$ cat config.mk
export PLATFORM = sky130hd
export DESIGN_NAME = sorted_priority_queue_unit
export DESIGN_NICKNAME = d
export VERILOG_FILES = /design/src/hw/rtl/spq_pkg.sv /design/src/hw/rtl/sorted_priority_queue_unit.sv /design/src/hw/rtl/spq_cell.sv
export SDC_FILE = /design/constraint.sdc
export NUM_CORES = 1
export LEC_CHECK = 0
export BUFFER_PORTS_ARGS = -buffer_cell sky130_fd_sc_hd__buf_2
export CORE_ASPECT_RATIO = 1.75
export CORE_MARGIN = 10
export CORE_UTILIZATION = 58
export DETAILED_ROUTE_END_ITERATION = 8
export GPL_ROUTABILITY_DRIVEN = 0
export PLACE_DENSITY = 0.78
export SETUP_SLACK_MARGIN = 0.1
export SKIP_CTS_REPAIR_TIMING = 1
export SLEW_MARGIN = 20
export SYNTH_ARGS = -nofsm -noshare
export SYNTH_HDL_FRONTEND = slang
export SYNTH_HIERARCHICAL = 1
export SYNTH_SLANG_ARGS = --single-unit
export TNS_END_PERCENT = 20
$ cat constraint.sdc
create_clock -name clk -period 3.3 [get_ports clk]
set_clock_uncertainty 0.15 [all_clocks]
set_input_delay 0.33 -clock clk [delete_from_list [all_inputs] [get_ports clk]]
set_output_delay 0.33 -clock clk [all_outputs]
set_load 0.01 [all_outputs]
$ cat src/hw/rtl/spq_pkg.sv
`timescale 1ns / 1ps

package spq_pkg;

    // Default sizing
    localparam int DEPTH_DEF       = 16;
    localparam int VALUE_WIDTH_DEF = 16;

    // Fixed port widths
    localparam int PORT_VALUE_W  = 16;
    localparam int PORT_STATUS_W = 2;
    localparam int PORT_COUNT_W  = 5;

    // Command codes
    localparam logic CMD_PUT = 1'b0;
    localparam logic CMD_POP = 1'b1;

    // Status codes
    localparam logic [PORT_STATUS_W-1:0] STATUS_DONE  = 2'd0;
    localparam logic [PORT_STATUS_W-1:0] STATUS_FULL  = 2'd1;
    localparam logic [PORT_STATUS_W-1:0] STATUS_EMPTY = 2'd2;

    // Per-cycle control broadcast to every cell of the chain
    typedef struct packed {
        logic put_en;
        logic pop_en;
    } cell_ctl_t;

endpackage

$ cat src/hw/rtl/sorted_priority_queue_unit.sv
`timescale 1ns / 1ps

// Sorted minimum priority queue built as a chain of DEPTH compare-and-shift
// cells, smallest value in cell 0. Pulse start with command (put or pop) and
// value; busy never rises, so an item can be issued every clock cycle. Each
// item produces exactly one result in the next cycle: done is high for that
// single cycle, and status, popped_value, front_value and entry_count are
// valid only then. The receiver cannot stall, so capture the result on the
// cycle done is high. All cells compare against the new value and shift in
// the same cycle, so the rate is one item per cycle for any DEPTH; the count
// register holds which cells are occupied. A put on a full queue reports
// full and changes nothing; a pop on an empty queue reports empty and
// changes nothing. Equal values leave in arrival order.
// Cell contents are not cleared at reset; only occupied cells are ever read.
module sorted_priority_queue_unit #(
    parameter int DEPTH       = spq_pkg::DEPTH_DEF,
    parameter int VALUE_WIDTH = spq_pkg::VALUE_WIDTH_DEF
) (
    input  logic                               clk,
    input  logic                               rst_n,
    input  logic                               start,
    output logic                               busy,
    input  logic                               command,
    input  logic [spq_pkg::PORT_VALUE_W-1:0]   value,
    output logic                               done,
    output logic [spq_pkg::PORT_STATUS_W-1:0]  status,
    output logic [spq_pkg::PORT_VALUE_W-1:0]   popped_value,
    output logic [spq_pkg::PORT_VALUE_W-1:0]   front_value,
    output logic [spq_pkg::PORT_COUNT_W-1:0]   entry_count
);

    localparam int CW = $clog2(DEPTH + 1);
    localparam int PW = spq_pkg::PORT_VALUE_W;

    logic                   accept;
    logic                   full;
    logic                   empty;
    logic [VALUE_WIDTH-1:0] in_val;
    spq_pkg::cell_ctl_t     ctl;

    logic [VALUE_WIDTH-1:0] cell_value [DEPTH];
    logic [DEPTH-1:0]       cell_keep;
    logic [DEPTH-1:0]       cell_use;

    logic [CW-1:0]                     count_reg;
    logic [CW-1:0]                     count_next;
    logic                              done_reg;
    logic [spq_pkg::PORT_STATUS_W-1:0] status_reg;
    logic [spq_pkg::PORT_STATUS_W-1:0] status_next;
    logic [VALUE_WIDTH-1:0]            popped_reg;
    logic [VALUE_WIDTH-1:0]            popped_next;
    logic [VALUE_WIDTH-1:0]            front_raw;

    // Nothing to wait on: always ready for the next item
    assign busy   = 1'b0;
    assign accept = start && !busy;

    // Fit the port value to the stored width
    generate
        if (VALUE_WIDTH >= PW)
        begin : g_in_wide
            assign in_val = VALUE_WIDTH'(value);
        end
        else
        begin : g_in_narrow
            assign in_val = value[VALUE_WIDTH-1:0];
        end
    endgenerate

    assign full  = (count_reg == CW'(DEPTH));
    assign empty = (count_reg == '0);

    always_comb
    begin
        ctl.put_en = accept && (command == spq_pkg::CMD_PUT) && !full;
        ctl.pop_en = accept && (command == spq_pkg::CMD_POP) && !empty;
    end

    // Status, popped value and count for the item being accepted
    always_comb
    begin
        status_next = spq_pkg::STATUS_DONE;
        popped_next = '0;
        count_next  = count_reg;
        if (accept)
        begin
            case (command)
                spq_pkg::CMD_PUT:
                begin
                    if (full)
                    begin
                        status_next = spq_pkg::STATUS_FULL;
                    end
                    else
                    begin
                        count_next = count_reg + CW'(1);
                    end
                end
                spq_pkg::CMD_POP:
                begin
                    if (empty)
                    begin
                        status_next = spq_pkg::STATUS_EMPTY;
                    end
                    else
                    begin
                        popped_next = cell_value[0];
                        count_next  = count_reg - CW'(1);
                    end
                end
                default:
                begin
                    status_next = spq_pkg::STATUS_DONE;
                end
            endcase
        end
    end

    // Chain of cells: each sees its neighbors' values and the left keep flag
    genvar i;
    generate
        for (i = 0; i < DEPTH; i++)
        begin : g_cell
            logic                   prev_keep;
            logic [VALUE_WIDTH-1:0] prev_value;
            logic [VALUE_WIDTH-1:0] next_value;

            assign cell_use[i] = (count_reg > CW'(i));

            if (i == 0)
            begin : g_head
                assign prev_keep  = 1'b1;
                assign prev_value = in_val;
            end
            else
            begin : g_body
                assign prev_keep  = cell_keep[i-1];
                assign prev_value = cell_value[i-1];
            end

            if (i == DEPTH - 1)
            begin : g_tail
                assign next_value = '0;
            end
            else
            begin : g_mid
                assign next_value = cell_value[i+1];
            end

            spq_cell #(
                .VALUE_WIDTH (VALUE_WIDTH)
            ) u_cell (
                .clk        (clk),
                .ctl        (ctl),
                .in_value   (in_val),
                .in_use     (cell_use[i]),
                .prev_keep  (prev_keep),
                .prev_value (prev_value),
                .next_value (next_value),
                .value      (cell_value[i]),
                .keep       (cell_keep[i])
            );
        end
    endgenerate

    // Hold count and the result registers; done strobes for one cycle
    always_ff @(posedge clk or negedge rst_n)
    begin
        if (!rst_n)
        begin
            count_reg  <= '0;
            done_reg   <= 1'b0;
            status_reg <= spq_pkg::STATUS_DONE;
            popped_reg <= '0;
        end
        else
        begin
            count_reg <= count_next;
            done_reg  <= accept;
            if (accept)
            begin
                status_reg <= status_next;
                popped_reg <= popped_next;
            end
        end
    end

    // Front and count come straight from the state left by the last item
    assign front_raw = (count_reg != '0) ? cell_value[0] : '0;

    generate
        if (VALUE_WIDTH >= PW)
        begin : g_out_wide
            assign popped_value = popped_reg[PW-1:0];
            assign front_value  = front_raw[PW-1:0];
        end
        else
        begin : g_out_narrow
            assign popped_value = PW'(popped_reg);
            assign front_value  = PW'(front_raw);
        end

        if (CW >= spq_pkg::PORT_COUNT_W)
        begin : g_cnt_wide
            assign entry_count = count_reg[spq_pkg::PORT_COUNT_W-1:0];
        end
        else
        begin : g_cnt_narrow
            assign entry_count = spq_pkg::PORT_COUNT_W'(count_reg);
        end
    endgenerate

    assign done   = done_reg;
    assign status = status_reg;

    // Count never passes the number of cells
    a_count_range: assert property (@(posedge clk) disable iff (!rst_n)
        count_reg <= CW'(DEPTH))
        else $error("occupancy above DEPTH");

    // Every accepted item yields a strobe in the next cycle
    a_done_follows: assert property (@(posedge clk) disable iff (!rst_n)
        accept |=> done)
        else $error("accepted item without result");

    // A successful put grows the count by one
    a_put_grow: assert property (@(posedge clk) disable iff (!rst_n)
        ctl.put_en |=> (count_reg == $past(count_reg) + CW'(1)))
        else $error("put did not grow count");

    // The front two occupied cells stay in order
    a_head_sorted: assert property (@(posedge clk) disable iff (!rst_n)
        (count_reg >= CW'(2)) |-> (cell_value[0] <= cell_value[1]))
        else $error("chain out of order");

endmodule

$ cat src/hw/rtl/spq_cell.sv
`timescale 1ns / 1ps

// One slot of the sorted chain. On a put, keep the own value if it is in use
// and not larger than the new value; otherwise take the new value (left
// neighbor kept) or the left neighbor's value (shift right). On a pop, take
// the right neighbor's value (shift left).
module spq_cell #(
    parameter int VALUE_WIDTH = spq_pkg::VALUE_WIDTH_DEF
) (
    input  logic                   clk,
    input  spq_pkg::cell_ctl_t     ctl,
    input  logic [VALUE_WIDTH-1:0] in_value,
    input  logic                   in_use,
    input  logic                   prev_keep,
    input  logic [VALUE_WIDTH-1:0] prev_value,
    input  logic [VALUE_WIDTH-1:0] next_value,
    output logic [VALUE_WIDTH-1:0] value,
    output logic                   keep
);

    logic [VALUE_WIDTH-1:0] value_reg;
    logic [VALUE_WIDTH-1:0] value_next;

    assign keep  = in_use && (value_reg <= in_value);
    assign value = value_reg;

    always_comb
    begin
        value_next = value_reg;
        if (ctl.put_en)
        begin
            if (!keep)
            begin
                value_next = prev_keep ? in_value : prev_value;
            end
        end
        else if (ctl.pop_en)
        begin
            value_next = next_value;
        end
    end

    always_ff @(posedge clk)
    begin
        value_reg <= value_next;
    end

endmodule
# Word-level counts from Yosys, hierarchy flattened
# Cells that the tools add are included.
# word_totals
elab_cells	188
inputBits	20
output_inout_bits	41
ff_bits	280
# op_classes
n_lt_le_gt_ge	32
n_addsub	2
n_reduce_logical	42
n_eq_ne	19
bitwise_logic	1
mux	72
# op_table
operator	n
two-way mux 16 bit	66
<= comparator 16 bit	16
> comparator 5 x 4 -> 1 bit (second input constant)	8
!= test 2 bit (second input constant)	18
AND reduction 2 bit	16
> comparator 5 x 3 -> 1 bit (second input constant)	4
logical AND 1 bit	20
> comparator 5 x 1 -> 1 bit (second input constant)	2
> comparator 5 x 2 -> 1 bit (second input constant)	2
two-way mux 5 bit	2
case mux 5 bit (2 select lines)	1
adder 5 x 1 -> 5 bit (second input constant)	1
== test 5 bit (second input constant)	1
zero test 5 bit	1
nonzero test 5 bit	1
subtractor 5 x 1 -> 5 bit (second input constant)	1
case mux 2 bit (2 select lines)	1
AND reduction 3 bit	1
zero test 1 bit	2
two-way mux 2 bit	1
nonzero test 2 bit	1
two-way mux 1 bit	1
NOT 1 bit	1

# Longest topological paths before layout
# depth
depth_word	5
ltp_mapped	11
ltp_nobuf	9

# By module
# The synthesis kept the hierarchy.
# by_module_without_submodules
module	instances	cells_each	seq_area_each_um2	area_per_inst_um2
spq_cell	16	129	480.5	1275.0
sorted_priority_queue_unit	1	138	600.6	1390.1

# Least setup slack after synthesis
# Ideal clock, no wire load.
# synth_path
path_type	flip-flop to flip-flop
start	register count_reg[0], in the netlist entry_count[0]
end	register g_cell[0].u_cell.value_reg[0] (enable)
setup_time_ns	0.367
required_time_ns	2.783
synth_period_minus_slack_ns	3.764
stages_incl_launch_ff	9
n_path_buf	3
t_arrival_ns	3.247
setup_slack_ns	-0.464
cell_sequence	dfrtp_1 clkbuf_1 inv_1 ha_1 nor3b_2 a21oi_1 buf_6 clkbuf_8 a21o_1
# synth_rtl
item	line_no	rtl
from (decl)	sorted_priority_queue_unit.sv:45	logic [CW-1:0] count_reg;
from (signal assigned)	sorted_priority_queue_unit.sv:178	count_reg <= count_next;
to (signal assigned)	spq_cell.sv:45	value_reg <= value_next;
to (decl)	spq_cell.sv:21	logic [VALUE_WIDTH-1:0] value_reg;

# Final worst setup path
# layout_path
start	register g_cell[13].u_cell.value_reg[13]
end	register g_cell[14].u_cell.value_reg[9], data pin
# layout_between
elab_chain_cells	5
# layout_lines
item	line_no	rtl
from (decl)	spq_cell.sv:21	
from (signal assigned)	spq_cell.sv:45	
<= comparator 16 bit	spq_cell.sv:24	assign keep = in_use && (value_reg <= in_value);
logical AND 1 bit	spq_cell.sv:24	
net cell_keep[13]	sorted_priority_queue_unit.sv:42	logic [DEPTH-1:0] cell_keep;
two-way mux 16 bit	spq_cell.sv:34	value_next = prev_keep ? in_value : prev_value;
two-way mux 16 bit	spq_cell.sv:32	if (!keep)
two-way mux 16 bit	spq_cell.sv:30	if (ctl.put_en)
net g_cell[14].u_cell.value_next[9]	spq_cell.sv:22	logic [VALUE_WIDTH-1:0] value_next;
to (signal assigned)	spq_cell.sv:45	
to (decl)	spq_cell.sv:21	
# The timed path passes the listed nets, and every way through them passes these cells. The select of a mux whose other input is x is not followed.
# A chain may end at the register's enable or synchronous reset.

==> out/summary.txt <==
power per cell area -> 735 nW/um2
unrepaired setup endpoints after global routing -> false
DR iter-0 viols -> 1337
CP arrival -> 3.13 ns
met3 Use GR -> 3.09%
GR met1 Demand/Resource -> 26.3%
antenna viol nets, final -> 0
Slew Viols, Final -> 0
met2 usage -> 48.9%
measured slew at the worst slew-check pin -> 0.760 ns
WP buf/inv -> 1
leakage -> 11.1 nW
relative slew slack -> 49.3%
wire per inst -> 22.9 um
Hold Worst Slack -> 0.0553 ns
drt first pass iters -> 5
syn avg cell area -> 9.90 um2
clock buffer depth -> 3
final setup vio count -> 0
cells along the critical path -> ha_1, nand4_2, nor3_2, a21boi_2, o31a_1, nor2b_2, buf_4, mux2i_1, a21oi_1
startpoint types -> register
total die area -> 46000 um2
later-pin clock latency in the skew report -> 0.57 ns
Max Freq -> 336 MHz
Tmin final -> 2.98 ns
Syn Inst Count -> 2201
Detailed Place HPWL -> 48600 um
largest net degree at the start of global routing -> 80
standard-cell rows -> 93
most frequent cells in the layout -> 353 x a21oi_1, 274 x nor2_1, 262 x ha_1
YS warnings -> 6
busiest layer in global routing -> met2
DRT Wirelength -> 64100 um
Design Area, Final -> 23900 um2
Max Cap Violations -> 0
Cell Area, Synth -> 21800 um2
DIE WIDTH -> 166 um
die height -> 276 um
critical path required time -> 3.45 ns
Filler Cell Count -> 2954
share of layout cells above drive strength 1 -> 13.5%
commonest non-fill, non-tap cell in the layout -> a21oi_1
outcome -> finished, final reports clean
endpoint type of the worst setup path -> register
CP delay by family, top -> compound AO/OA/AOI/OAI gates
Worst Hold Class -> in2reg
Worst VDD drop -> 0.649 mV
DR vias/cell -> 6.33
Ports -> 61
htree depth -> 1
slowest library cell on the worst path -> edfxtp_1
max incr delay on CP -> 0.48 ns
placed inst area -> 23100 um2
area growth from synthesis to layout -> 9.75%
CTS buffer count -> 28
CTS root buffer -> clkbuf_16
total grt overflow -> 0
core area -> 37000 um2
# clock sinks -> 280
Initial Util -> 58.9%
Clock transition at path regs -> 0.07 ns
IO Port Bufs -> 59
Fin. Hold Viols -> 0
vias in the first global route -> 18300
Remaining DRCs -> 0
via count -> 17700
TritonCTS clock tree -> done
antenna violations before repair -> 0
global-route wire length before repair -> 99100 um
max FFs per register -> 256
Tot GR Track Use -> 26.6%
CP max FO -> 16
critical path class -> reg2reg
Period Utilization, post-route -> 90.2%
Nets -> 2585
layout make-up:
class	instances	area (um2)	area share (%)
timing repair buffer	163	1390	5.83
antenna	1	2.50	0.0105
tap	475	594	2.49
inverter	262	983	4.11
clock inverter	8	41.3	0.173
sequential	280	8290	34.7
multi-input combinational	1568	11800	49.5
clock buffer	40	767	3.21
power by group:
part	total, mW	switching (mW)	internal (mW)
clock network	3.00	1.40	1.61
registers	6.62	1.20	5.42
logic	7.95	4.55	3.39
per-layer routing:
layer / vias up / wire length, um
met5: - / 0
met4: 0 / 5370
met3: 322 / 3110
met2: 755 / 34000
met1: 8514 / 21700
li1: 8120 / -
metrics by stage:
step           cells  setup slack (ns)  utilization [%]  setup TNS [ns]  power (mW)
2_1_floorplan   2217             0.283                -               0        11.8
3_3_place_gp    2746           -0.0188             62.4         -0.0188        14.1
3_5_place_dp    2746           -0.0713             62.4          -0.146        14.4
4_1_cts         2794             0.357             64.5               0        17.5
5_1_grt         2796             0.180             64.6               0        18.5
6_report        2797             0.323             64.6               0        17.6
final timing paths:
check	startpoint	cells past startpoint	endpoint	slack, ns
worst min-delay path	command	3	status[1]	0.06
worst max-delay path	g_cell[13].u_cell/value[13]	9	g_cell[14].u_cell/value[9]	0.32
max in group asynchronous	rst_n	2	entry_count[2]	2.45
worst min register to register	status[1]	1	status[1]	0.34
worst max register to register	g_cell[13].u_cell/value[13]	9	g_cell[14].u_cell/value[9]	0.32
min in group asynchronous	rst_n	2	popped_value[5]	0.16
worst min-delay path: cells and delay by family:
| kind | cells | cell delay (ns) |
|---|---|---|
| compound gates | 1 | 0.07 |
| buf+inv | 1 | 0.18 |
| simple gates | 1 | 0.15 |
(Power assumes the default switching activity.)
